[src/hdl/plr_pkg.sv]
// ----------------------------------------------------------------------------
// plr_pkg
// Shared types and constants of the patterned line rasterizer.
// ----------------------------------------------------------------------------
package plr_pkg;

  // coordinate and datapath widths
  localparam int COORD_BITS = 12;
  localparam int ERR_BITS   = COORD_BITS + 3;

  // style pattern constants
  localparam int DOT_PERIOD = 5;
  localparam int DOT_BITS   = 3;
  localparam int DASH_ON    = 5;
  localparam int DASH_WRAP  = 10;
  localparam int DASH_BITS  = 4;

  // configuration port
  localparam int CFG_ADDR_BITS = 3;
  localparam int CFG_DATA_BITS = 32;
  localparam int CFG_IDX_BITS  = CFG_ADDR_BITS - 2;

  localparam logic [CFG_IDX_BITS-1:0] REG_LINE_STYLE = '0;

  // line style codes
  localparam logic [1:0] STYLE_SOLID  = 2'd0;
  localparam logic [1:0] STYLE_DOTTED = 2'd1;
  localparam logic [1:0] STYLE_DASHED = 2'd2;

  // item kinds
  localparam logic KIND_LOAD = 1'b0;
  localparam logic KIND_STEP = 1'b1;

  // input beat
  typedef struct packed {
    logic                         kind;
    logic signed [COORD_BITS-1:0] x_start;
    logic signed [COORD_BITS-1:0] y_start;
    logic signed [COORD_BITS-1:0] x_end;
    logic signed [COORD_BITS-1:0] y_end;
  } in_item_t;

  // result beat
  typedef struct packed {
    logic signed [COORD_BITS-1:0] pixel_x;
    logic signed [COORD_BITS-1:0] pixel_y;
    logic                         visible;
    logic                         last_pixel;
  } out_item_t;

  // handshake status from the stepper back to the input stage
  typedef struct packed {
    logic take;
    logic res_vld;
  } core_stat_t;

endpackage

[src/hdl/plr_core.sv]
// ----------------------------------------------------------------------------
// plr_core
// Line setup and per-pixel Bresenham stepping with style pattern and
// result register.
// ----------------------------------------------------------------------------
module plr_core (
  input  logic             clk,
  input  logic             rst_n,
  input  logic             item_vld,
  input  plr_pkg::in_item_t item,
  input  logic [1:0]       style,
  input  logic             out_stall,
  output plr_pkg::core_stat_t stat,
  output plr_pkg::out_item_t  res
);
  import plr_pkg::*;

  localparam int C = COORD_BITS;

  // line state
  logic [C-1:0]         cur_x_r, cur_x_nxt;
  logic [C-1:0]         cur_y_r, cur_y_nxt;
  logic [ERR_BITS-1:0]  err_r, err_nxt;
  logic [C-1:0]         major_r, major_nxt;
  logic [C-1:0]         minor_r, minor_nxt;
  logic [C-1:0]         step_r, step_nxt;
  logic                 xneg_r, xneg_nxt;
  logic                 yneg_r, yneg_nxt;
  logic                 swap_r, swap_nxt;
  logic                 active_r, active_nxt;
  logic [DASH_BITS-1:0] dash_r, dash_nxt;
  logic [DOT_BITS-1:0]  dot_r, dot_nxt;
  out_item_t            res_r, res_nxt;
  logic                 res_vld_r, res_vld_nxt;

  logic                 is_step, emits, out_free, take;
  logic [C:0]           dx, dy, adx_w, ady_w;
  logic [C-1:0]         adx, ady, ld_major, ld_minor;
  logic                 ld_swap;
  logic                 last, err_ge0, inc_x, inc_y, vis;
  logic [C-1:0]         sx, sy;

  // handshake
  assign is_step  = (item.kind == KIND_STEP);
  assign emits    = is_step && active_r;
  assign out_free = !res_vld_r || !out_stall;
  assign take     = item_vld && (!emits || out_free);

  // load setup: deltas, magnitudes, axis choice
  assign dx      = {item.x_end[C-1], item.x_end} - {item.x_start[C-1], item.x_start};
  assign dy      = {item.y_end[C-1], item.y_end} - {item.y_start[C-1], item.y_start};
  assign adx_w   = dx[C] ? (~dx + 1'b1) : dx;
  assign ady_w   = dy[C] ? (~dy + 1'b1) : dy;
  assign adx     = adx_w[C-1:0];
  assign ady     = ady_w[C-1:0];
  assign ld_swap = ady > adx;
  assign ld_major = ld_swap ? ady : adx;
  assign ld_minor = ld_swap ? adx : ady;

  // step decision
  assign last    = step_r >= major_r;
  assign err_ge0 = !err_r[ERR_BITS-1];
  assign inc_x   = swap_r ? err_ge0 : 1'b1;
  assign inc_y   = swap_r ? 1'b1 : err_ge0;
  assign sx      = xneg_r ? {C{1'b1}} : C'(1);
  assign sy      = yneg_r ? {C{1'b1}} : C'(1);

  // style pattern
  always_comb begin
    case (style)
      STYLE_DOTTED: vis = (dot_r == '0);
      STYLE_DASHED: vis = (dash_r < DASH_BITS'(DASH_ON));
      default:      vis = 1'b1;
    endcase
  end

  // next state
  always_comb begin
    cur_x_nxt   = cur_x_r;
    cur_y_nxt   = cur_y_r;
    err_nxt     = err_r;
    major_nxt   = major_r;
    minor_nxt   = minor_r;
    step_nxt    = step_r;
    xneg_nxt    = xneg_r;
    yneg_nxt    = yneg_r;
    swap_nxt    = swap_r;
    active_nxt  = active_r;
    dash_nxt    = dash_r;
    dot_nxt     = dot_r;
    res_nxt     = res_r;
    res_vld_nxt = res_vld_r && out_stall;
    if (take && !is_step) begin
      cur_x_nxt  = item.x_start;
      cur_y_nxt  = item.y_start;
      xneg_nxt   = dx[C];
      yneg_nxt   = dy[C];
      swap_nxt   = ld_swap;
      major_nxt  = ld_major;
      minor_nxt  = ld_minor;
      err_nxt    = {2'b00, ld_minor, 1'b0} - {3'b000, ld_major};
      step_nxt   = '0;
      dash_nxt   = '0;
      dot_nxt    = '0;
      active_nxt = 1'b1;
    end else if (take && emits) begin
      res_nxt.pixel_x    = cur_x_r;
      res_nxt.pixel_y    = cur_y_r;
      res_nxt.visible    = vis;
      res_nxt.last_pixel = last;
      res_vld_nxt        = 1'b1;
      if (style == STYLE_DASHED) begin
        dash_nxt = (dash_r == DASH_BITS'(DASH_WRAP)) ? '0 : dash_r + 1'b1;
      end
      if (last) begin
        active_nxt = 1'b0;
      end else begin
        if (inc_x) cur_x_nxt = cur_x_r + sx;
        if (inc_y) cur_y_nxt = cur_y_r + sy;
        err_nxt  = err_r + {2'b00, minor_r, 1'b0}
                   - (err_ge0 ? {2'b00, major_r, 1'b0} : '0);
        step_nxt = step_r + 1'b1;
        dot_nxt  = (dot_r == DOT_BITS'(DOT_PERIOD - 1)) ? '0 : dot_r + 1'b1;
      end
    end
  end

  // state registers
  always_ff @(posedge clk) begin
    if (!rst_n) begin
      active_r  <= 1'b0;
      res_vld_r <= 1'b0;
      dash_r    <= '0;
      dot_r     <= '0;
    end else begin
      active_r  <= active_nxt;
      res_vld_r <= res_vld_nxt;
      dash_r    <= dash_nxt;
      dot_r     <= dot_nxt;
    end
  end

  // datapath registers
  always_ff @(posedge clk) begin
    cur_x_r <= cur_x_nxt;
    cur_y_r <= cur_y_nxt;
    err_r   <= err_nxt;
    major_r <= major_nxt;
    minor_r <= minor_nxt;
    step_r  <= step_nxt;
    xneg_r  <= xneg_nxt;
    yneg_r  <= yneg_nxt;
    swap_r  <= swap_nxt;
    res_r   <= res_nxt;
  end

  assign stat.take    = take;
  assign stat.res_vld = res_vld_r;
  assign res          = res_r;

endmodule

[src/hdl/patterned_line_rasterizer_top.sv]
// ----------------------------------------------------------------------------
// patterned_line_rasterizer_top
// Bresenham line stepper for all octants with solid, dotted and dashed styles.
// ----------------------------------------------------------------------------
// The block takes one beat per clock and gives one pixel per clock while the
// receiver does not stall. A load beat sets up a line and gives no result;
// each step beat on a loaded line gives one pixel, from the start point to
// the end point inclusive, with last_pixel on the end point. A beat passes
// an input register and then the setup/step logic into the result register,
// from which its pixel goes out. The input register lets one more beat in
// while a result waits for the receiver; in_stall rises only when that beat
// still holds a step on a loaded line and the result register is blocked.
// line_style is written over the APB port at byte address 0; the user must
// write it only while the block is idle, the block itself does not enforce it.
// ----------------------------------------------------------------------------
module patterned_line_rasterizer_top (
  input  logic                               clk,
  input  logic                               rst_n,
  input  logic                               in_valid,
  output logic                               in_stall,
  input  plr_pkg::in_item_t                  in_data,
  output logic                               out_valid,
  input  logic                               out_stall,
  output plr_pkg::out_item_t                 out_data,
  input  logic                               cfg_psel,
  input  logic                               cfg_penable,
  input  logic                               cfg_pwrite,
  input  logic [plr_pkg::CFG_ADDR_BITS-1:0]  cfg_paddr,
  input  logic [plr_pkg::CFG_DATA_BITS-1:0]  cfg_pwdata,
  output logic [plr_pkg::CFG_DATA_BITS-1:0]  cfg_prdata,
  output logic                               cfg_pready
);
  import plr_pkg::*;

  logic [1:0]              line_style_r, line_style_nxt;
  in_item_t                item_r, item_nxt;
  logic                    item_vld_r, item_vld_nxt;
  core_stat_t              stat;
  logic [CFG_IDX_BITS-1:0] cfg_idx;
  logic                    cfg_wr;

  // configuration port
  assign cfg_pready = 1'b1;
  assign cfg_idx    = cfg_paddr[CFG_ADDR_BITS-1:2];
  assign cfg_wr     = cfg_psel && cfg_penable && cfg_pwrite && cfg_pready;

  always_comb begin
    line_style_nxt = line_style_r;
    if (cfg_wr && (cfg_idx == REG_LINE_STYLE)) begin
      line_style_nxt = cfg_pwdata[1:0];
    end
  end

  always_comb begin
    cfg_prdata = '0;
    if (cfg_idx == REG_LINE_STYLE) begin
      cfg_prdata = {{(CFG_DATA_BITS-2){1'b0}}, line_style_r};
    end
  end

  // input register
  assign in_stall = item_vld_r && !stat.take;

  always_comb begin
    item_nxt     = item_r;
    item_vld_nxt = item_vld_r && !stat.take;
    if (in_valid && !in_stall) begin
      item_nxt     = in_data;
      item_vld_nxt = 1'b1;
    end
  end

  always_ff @(posedge clk) begin
    if (!rst_n) begin
      line_style_r <= STYLE_SOLID;
      item_vld_r   <= 1'b0;
    end else begin
      line_style_r <= line_style_nxt;
      item_vld_r   <= item_vld_nxt;
    end
  end

  always_ff @(posedge clk) begin
    item_r <= item_nxt;
  end

  // stepper and result register
  plr_core u_core (
    .clk       (clk),
    .rst_n     (rst_n),
    .item_vld  (item_vld_r),
    .item      (item_r),
    .style     (line_style_r),
    .out_stall (out_stall),
    .stat      (stat),
    .res       (out_data)
  );

  assign out_valid = stat.res_vld;

endmodule

[config.mk]
export PLATFORM = sky130hd
export DESIGN_NAME = patterned_line_rasterizer_top
export DESIGN_NICKNAME = d
export VERILOG_FILES = /design/src/hdl/plr_pkg.sv /design/src/hdl/plr_core.sv /design/src/hdl/patterned_line_rasterizer_top.sv
export SDC_FILE = /design/constraint.sdc
export NUM_CORES = 1
export LEC_CHECK = 0
export BUFFER_PORTS_ARGS = -buffer_cell sky130_fd_sc_hd__clkbuf_2
export CAP_MARGIN = 10
export CORE_ASPECT_RATIO = 0.6
export CORE_MARGIN = 2
export CORE_UTILIZATION = 45
export CTS_BUF_LIST = sky130_fd_sc_hd__clkbuf_8
export CTS_CLUSTER_DIAMETER = 120
export DETAILED_ROUTE_END_ITERATION = 10
export PLACE_DENSITY = 0.65
export RECOVER_POWER = 50
export SLEW_MARGIN = 25
export SYNTH_ARGS = -nofsm -noshare
export SYNTH_HDL_FRONTEND = slang
export SYNTH_SLANG_ARGS = --single-unit
[constraint.sdc]
create_clock -name clk -period 22.3 [get_ports clk]
set_input_delay 1.115 -clock clk [delete_from_list [all_inputs] [get_ports clk]]
set_output_delay 1.115 -clock clk [all_outputs]
set_load 0.05 [all_outputs]
==> key figures, run 1 <==
Timing
  • Post-route fraction of the period consumed by the critical path: about two fifths
  • Max_slew headroom: -98.8%
  • Upper clock frequency limit: 117 MHz
  • Clk_skew: 0.0171 ns
  • Number of setup violations in the final report: 0
  • Total count of max-transition violations in the final report: 113
  • Number of endpoints with negative hold slack in the final report: 0
  • Worst Setup Slack, final: around 14 ns
  • Unrepaired setup endpoints after global routing: no
  • Actual transition at the worst max-transition pin: 2.98 ns
  • Post-route setup TNS: 0 ns
  • Shortest period the worst path allows: between 8 and 9 ns

Run
  • Max_cap viols: 3

Global route
  • Via count of the first global-routing pass: a little under 8000
  • Pin count of the biggest net entering global routing: 50
  • Number of antenna violations at the first check in global routing: 0
  • GRT Util Overall: 19.6%
  • Global-route wire length before repair: 40.3 mm
  • Grt ovf: 0

Run status
  • Run status: complete, but fails checks
  • Violations in the final reports: max-capacitance violations, max-slew violations

Setup path
  • Crit path buffers/inverters: 2
  • Worst EP required: 22.49 ns
  • Type of element capturing the critical path: flop
  • Start-to-end type of the worst setup path: flop to flop
  • Longest individual stage delay on the worst path: 0.46 ns
  • Crit path top cell by count: o21ai_0
  • Worst path top cell family by delay: compound AO/OA/AOI/OAI gates
  • Arrival time at the worst endpoint: 8.75 ns
  • Category of the worst setup path launch point: flop
  • Crit path max fanout: 29
  • Highest-delay cell along the critical path: o21ai_0

Logic synthesis
  • Yosys Warn Count: 0
  • XOR/XNOR share of the synthesized area: 5.59%
  • Cell area after technology mapping: 11300 µm²
  • Proportion of synthesized area in mux cells: 0.821%
  • Post-Synth Adder-Cell Area: around 14%
  • Post-synthesis sequential area ratio: 41.5%
  • Post-synthesis area per instance: 9.71 µm²
  • Post-Synthesis Cells: 1162
  • Compound-cell area share of the yosys netlist: 17.5%
  • Distinct cells, synth: 81
  • Synthesized flop and latch total: 164
  • Dominant combinational cell family by area after synthesis: compound AO/OA/AOI/OAI gates
  • Dominant cells by area after synthesis: edfxtp_1 37%, ha_1 10%, inv_1 5.4%, a21oi_1 4.7%, dfxtp_1 4.3%
  • Area share of the leading cell type in the synthesized netlist: between 30% and 40%
  • Largest area contributor in the synthesized netlist: edfxtp_1
  • Most used flip-flop cell after synthesis: edfxtp_1
  • Async set-or-reset flop fraction in the synthesized netlist: 0%
  • Number of enable flip-flop cells after synthesis: 140
  • Fraction of the mapped netlist area in simple logic gates: 12.1%

Finish
  • Number of diodes added for antenna fixing: 0
  • Leading cell type in the layout, fill and taps excluded: inv_1
  • Final instance count without filler cells: 1583
  • Commonest cells after routing, fill and taps aside: 162 x inv_1, 140 x edfxtp_1, 111 x nor2_1
  • Area of the multi-input gates: 5740 µm²
  • Register area: between 4000 and 5000 µm²
  • Filler cell count: 2317
  • Area delta synth->final: 8.97%
  • Share of cells above drive strength 1: 11.3%
  • Number of nets at the end of the flow: 1452

Clocking
  • Number of cells upsized or downsized after cts: 0
  • Worst-Skew Late Latency: 0.50 ns
  • CTS tree: built
  • Count of H-tree levels built during CTS: 4
  • Number of clock sinks: approximately 160
  • Clock slew seen by the registers of the worst setup and hold paths: 0.09 ns
  • Maximum root-to-sink buffer count: 2
  • Post-CTS setup-driven buffer insertion count: 0
  • Hold Buf Count CTS: 0
  • Master cell of the clock root buffer: clkbuf_8
  • Clock buffers created by TritonCTS: 17

Placement
  • Worst setup timing slack at the placement stage: 13.87 ns
  • GP Congestion: 0.888
  • Placed instance count: 1553
  • Count of input and output buffers: 88
  • DP HPWL: 19.5 mm

Drt
  • Final wirelength: 25.5 mm
  • Vias post-DR: 8371
  • DRC Markers: 0
  • Wirelength per Cell: 16.1 µm
  • Detail Route Antenna Nets: 0
  • Vias per Instance: ~5.3
  • Initial detailed-routing violation count: 637
  • Number of detailed-routing iterations run before antenna repair: 5

Floorplan
  • Width of the chip: 208 µm
  • Count of boundary I/O pins: 152
  • Count of standard-cell rows: 44
  • Core region area: 24400 µm²
  • Vertical die dimension: approximately 130 µm
  • Starting density of the core: 46.3%
  • Full die area: 26400 µm²

Power and ir drop
  • PwrDens: 119 nW/µm²
  • IR Drop Worst-Case VDD: 0.0709 mV
  • Pleak: 5.40 nW
  • Total power consumption of the routed design: 0.00146 W

Worst hold path
  • Worst hold path type: flop to flop
-- cells by family (layout without fill, tap and decap cells) --
| kind of cell | Yosys count | after routing |
|---|---|---|
| xor gates and xnor gates | 72 | 72 |
| muxes | 9 | 9 |
| AOI/OAI and AO/OA | 300 | 300 |
| DFF | 164 | 164 |
| buffers and inverters | 218 | 288 |
| and+or+nand+nor | 284 | 284 |
| adders and majority gates | 113 | 113 |
| other | 2 | 31 |
-- final cells by class --
type                            count  area share, %
Clock inverter                     13           1.17
Tap cell                          322           3.28
Timing Repair Buffer               97           3.94
Clock buffer                       17           1.90
Sequential cell                   164           38.1
Multi-Input combinational cell    809           46.7
Inverter                          161           4.92
-- synthesized netlist by cell type, types with 8 or more instances --
library cell / n
inv_1: 161
edfxtp_1: 140
nor2_1: 111
a21oi_1: 105
ha_1: 93
o21ai_0: 53
nand2_1: 51
xnor2_1: 48
a21o_1: 34
buf_4: 34
nand3_1: 28
dfxtp_1: 24
xor2_1: 24
fa_1: 18
nand2b_1: 15
and2_1: 14
clkbuf_1: 12
a211oi_1: 11
nor2b_1: 10
o211ai_1: 10
o21a_1: 10
o31ai_1: 10
and3_1: 9
nand4_1: 8
nor3_1: 8
o21bai_1: 8
-- per-layer routing --
layer / up-vias / part of all wire [%] / GRT usage, %
met4: 0 / 1.0 / 4.44
li1: 4197 / - / -
met2: 188 / 41 / 28.0
met5: - / 0 / 0
met3: 20 / 5.4 / 4.56
met1: 3966 / 53 / 29.9
-- sequential cells by signal, indices dropped and copies added (netlist names) --
signal	flops
item_r	49
u_core.cur_y_r	12
item_vld_r	1
u_core.active_r	1
u_core.res	26
u_core.cur_x_r	12
u_core.dot_r	3
u_core.err_r	14
u_core.dash_r	4
u_core.res_vld_r	1
u_core.yneg_r	1
u_core.step_r	12
u_core.major_r	12
u_core.xneg_r	1
u_core.minor_r	12
line_style_r	2
u_core.swap_r	1
-- worst register-to-register path: cells and delay by family, from the launching register on --
family / cells / cell delay (ns)
buffers and inverters: 2 / 0.55
DFF: 1 / 0.42
and+or+nand+nor: 5 / 1.20
AOI/OAI and AO/OA: 18 / 4.20
adders and majority gates: 5 / 1.73
muxes: 1 / 0.16
-- metrics by stage --
| step | utilization, % | hold WS [ns] | cell area [µm²] |
|---|---|---|---|
| CTS | 50.5 | 0.466 | 12300 |
| floorplan | - | 0.431 | 11400 |
| global placement | 49.0 | 0.434 | 11900 |
| detailed placement | 49.0 | 0.447 | 11900 |
| global route | 50.4 | 0.479 | 12300 |
| finish | 50.4 | 0.462 | 12300 |
-- path summary, 6_finish.rpt --
| kind | cells after the start | endpoint | slack, ns | start |
|---|---|---|---|---|
| worst max-delay path | 31 | u_core.err_r[9] | 13.74 | item_r[24] |
| worst min-delay path | 0 | u_core.res[11] | 0.46 | u_core.cur_y_r[9] |
| worst max register to register | 31 | u_core.err_r[9] | 13.74 | item_r[24] |
| worst min register to register | 0 | u_core.res[11] | 0.46 | u_core.cur_y_r[9] |
-- report_power, final --
group | leakage [nW] | switching, W | total, W | internal (W)
Clock | 0.191 | 0.000113 | 0.000220 | 0.000107
Combinational | 3.70 | 0.000506 | 0.000842 | 0.000336
Sequential | 1.51 | 0.0000139 | 0.000402 | 0.000388
Total | 5.40 | 0.000633 | 0.00146 | 0.000831
Note: power is estimated with default switching activity, not from simulation.
==> inputs of run 2 (changes only) <==
--- a/config.mk
+++ b/config.mk
@@ -5,6 +5,7 @@
 export SDC_FILE = /design/constraint.sdc
 export NUM_CORES = 1
 export LEC_CHECK = 0
+export ABC_AREA = 1
 export BUFFER_PORTS_ARGS = -buffer_cell sky130_fd_sc_hd__clkbuf_2
 export CAP_MARGIN = 10
 export CORE_ASPECT_RATIO = 0.6
@@ -13,7 +14,7 @@
 export CTS_BUF_LIST = sky130_fd_sc_hd__clkbuf_8
 export CTS_CLUSTER_DIAMETER = 120
 export DETAILED_ROUTE_END_ITERATION = 10
-export PLACE_DENSITY = 0.65
+export PLACE_DENSITY = 0.67
 export RECOVER_POWER = 50
 export SLEW_MARGIN = 25
 export SYNTH_ARGS = -nofsm -noshare
==> constraint.sdc (replaced) <==
create_clock -name clk -period 7.15 [get_ports clk]
set_input_delay 0.3575 -clock clk [delete_from_list [all_inputs] [get_ports clk]]
set_output_delay 0.3575 -clock clk [all_outputs]
set_load 0.05 [all_outputs]
==> run 2 against run 1 <==
  * Largest cell class unchanged
  * Cell area increased by 3.9%
  * Synthesized cell count increased by 22%
  * The flow still finishes with violations (max-capacitance violations, max-slew violations)
  * Largest power group unchanged
  * Via count increased by 9.9%
  * Utilization increased by 0.23 points
  * Clock-buffer cell count increased by 1
==> key figures, run 2 <==
Placement
  • Count of input and output buffers: 88
  • GP Congestion: 0.933
  • Worst setup timing slack at the placement stage: 1.04 ns
  • DP HPWL: 20.0 mm
  • Placed instance count: 1824

Run status
  • Violations in the final reports: max-capacitance violations, max-slew violations
  • Run status: complete, but fails checks

Finish
  • Largest register FFs: 49
  • Register with the most flip-flops: item_r
  • Area delta synth->final: 10.8%
  • Number of diodes added for antenna fixing: 0
  • Final instance count without filler cells: 1876
  • Commonest cells after routing, fill and taps aside: 285 x nand2_1, 270 x inv_1, 147 x nor2_1
  • Number of nets at the end of the flow: around 1700
  • Leading cell type in the layout, fill and taps excluded: nand2_1
  • Share of cells above drive strength 1: 9.70%

Run
  • Max_cap viols: 2

Clocking
  • Clock buffers created by TritonCTS: 17
  • Worst-Skew Late Latency: ~0.51 ns
  • Master cell of the clock root buffer: clkbuf_8
  • Clock slew seen by the registers of the worst setup and hold paths: 0.08 ns
  • Number of cells upsized or downsized after cts: 0
  • Maximum root-to-sink buffer count: 2
  • Count of H-tree levels built during CTS: 4
  • Number of clock sinks: about 160
  • CTS tree: built

Timing
  • Total count of max-transition violations in the final report: 78
  • Upper clock frequency limit: 160 MHz
  • Actual transition at the worst max-transition pin: ~2.8 ns
  • Unrepaired setup endpoints after global routing: no
  • Worst hold slack: about 0.032 ns
  • Number of endpoints with negative hold slack in the final report: 0
  • Post-route fraction of the period consumed by the critical path: between 80% and 90%
  • Post-route setup TNS: 0 ns
  • Worst Setup Slack, final: 0.905 ns
  • Clk_skew: roughly 0.019 ns
  • Max_slew headroom: -84.6%
  • Shortest period the worst path allows: 6.24 ns
  • Number of setup violations in the final report: 0

Setup path
  • Type of element capturing the critical path: flop
  • Highest-delay cell along the critical path: ha_1
  • Slack of the worst reg-to-reg path: 0.91 ns
  • Crit path max fanout: 42
  • Category of the worst setup path launch point: flop
  • Worst path top cell family by delay: simple AND/OR/NAND/NOR gates
  • Longest individual stage delay on the worst path: 0.43 ns
  • Crit path top cell by count: nand2_1
  • Start-to-end type of the worst setup path: flop to flop
  • Arrival time at the worst endpoint: between 6 and 7 ns
  • Worst EP required: roughly 7.4 ns
  • Crit path buffers/inverters: 5

Power and ir drop
  • IR Drop Worst-Case VDD: 0.276 mV
  • Pleak: 6.11 nW
  • PwrDens: 349 nW/µm²

Logic synthesis
  • Synthesized flop and latch total: 164
  • Commonest cells in the synthesized netlist: 285 x nand2_1, 269 x inv_1, 149 x nor2_1, 140 x edfxtp_1, 93 x ha_1
  • Post-synthesis sequential area ratio: 40.6%
  • Cell area after technology mapping: 11500 µm²
  • Largest area contributor in the synthesized netlist: edfxtp_1
  • Dominant cells by area after synthesis: edfxtp_1 36%, ha_1 10%, nand2_1 9.3%, inv_1 8.8%, nor2_1 4.9%
  • Area share of the leading cell type in the synthesized netlist: 36.5%
  • Post-Synthesis Cells: 1419
  • Number of enable flip-flop cells after synthesis: 140
  • Yosys Warn Count: 0
  • Post-synthesis area per instance: 8.13 µm²
  • Count leader, synth: nand2_1
  • Async set-or-reset flop fraction in the synthesized netlist: 0%
  • Most used flip-flop cell after synthesis: edfxtp_1
  • Distinct cells, synth: 53

Drt
  • Final wirelength: 25.6 mm
  • Vias post-DR: 9202
  • Detail Route Antenna Nets: 0
  • Initial detailed-routing violation count: between 600 and 700
  • Vias per Instance: 4.91
  • DRC Markers: 0
  • Wirelength per Cell: about 14 µm
  • Number of detailed-routing iterations run before antenna repair: 5

Floorplan
  • Count of standard-cell rows: 45
  • Core region area: around 25000 µm²
  • Full die area: 27000 µm²
  • Vertical die dimension: 128 µm
  • Count of boundary I/O pins: 152
  • Width of the chip: about 210 µm
  • Starting density of the core: ~46%

Global route
  • Number of antenna violations at the first check in global routing: 0
  • Via count of the first global-routing pass: 8482
  • Global-route wire length before repair: 41.5 mm
  • Pin count of the biggest net entering global routing: 84
  • Grt ovf: 0
  • GRT Util Overall: about a fifth

Worst hold path
  • Worst hold path type: input port to flop
run 2: routing by layer:
| layer | vias up | global-route usage (%) | part of all wire (%) |
|---|---|---|---|
| met2 | 217 | 27.9 | 40 |
| met4 | 0 | 5.05 | 1.0 |
| met1 | 4210 | 30.0 | 53 |
| met3 | 17 | 5.17 | 6.2 |
| met5 | - | 0 | 0 |
| li1 | 4758 | - | - |
run 2: logic make-up after synthesis:
kind of cell | after synthesis | synth area share [%]
and+or+nand+nor | 597 | 23.1
buffers and inverters | 326 | 11.8
AOI/OAI and AO/OA | 191 | 9.00
DFF | 164 | 40.6
adders and majority gates | 111 | 13.2
xor gates and xnor gates | 28 | 2.19
other | 2 | 0.0651
run 2: repair_timing:
action,in CTS,in global routing
setup buffers,0,0
endpoints found under the hold margin,11,9
hold buffers,11,9
run 2: worst register-to-register path: cells and delay by family, from the launching register on:
kind,cells,cell delay [ns]
simple gates,24,2.20
fa+ha+maj,4,1.37
compound gates,7,1.05
buf+inv,5,0.57
flops,1,0.41
xor+xnor,1,0.36
run 2: worst paths after layout:
kind	start	to	cells after the start
worst max-delay path	item_r[24]	u_core.err_r[7]	41
worst min-delay path	in_data[30]	item_r[30]	1
worst max register to register	item_r[24]	u_core.err_r[7]	41
worst min register to register	u_core.cur_x_r[7]	u_core.res[21]	0
run 2: power breakdown:
part	leakage (nW)	switching (W)	internal, W
Clock	0.185	0.000370	0.000287
Sequential	1.51	0.0000307	0.00118
Combinational	4.42	0.00174	0.000845
run 2: stage by stage:
stage	utilization (%)	power (W)	instance area, µm²
2_1_floorplan	-	0.00322	11600
3_3_place_gp	48.5	0.00369	12200
3_5_place_dp	48.5	0.00375	12200
4_1_cts	50.5	0.00442	12700
5_1_grt	50.6	0.00487	12800
6_report	50.6	0.00445	12800
run 2: cell type report:
cell class              count  area, µm²
flip-flops and latches    164       4680
multi-input cells         958       5610
clock inverters            14        129
inverters                 279       1050
well taps                 329        412
clock buffers              18        248
fillers                  2383      12500
repair buffers            114        639
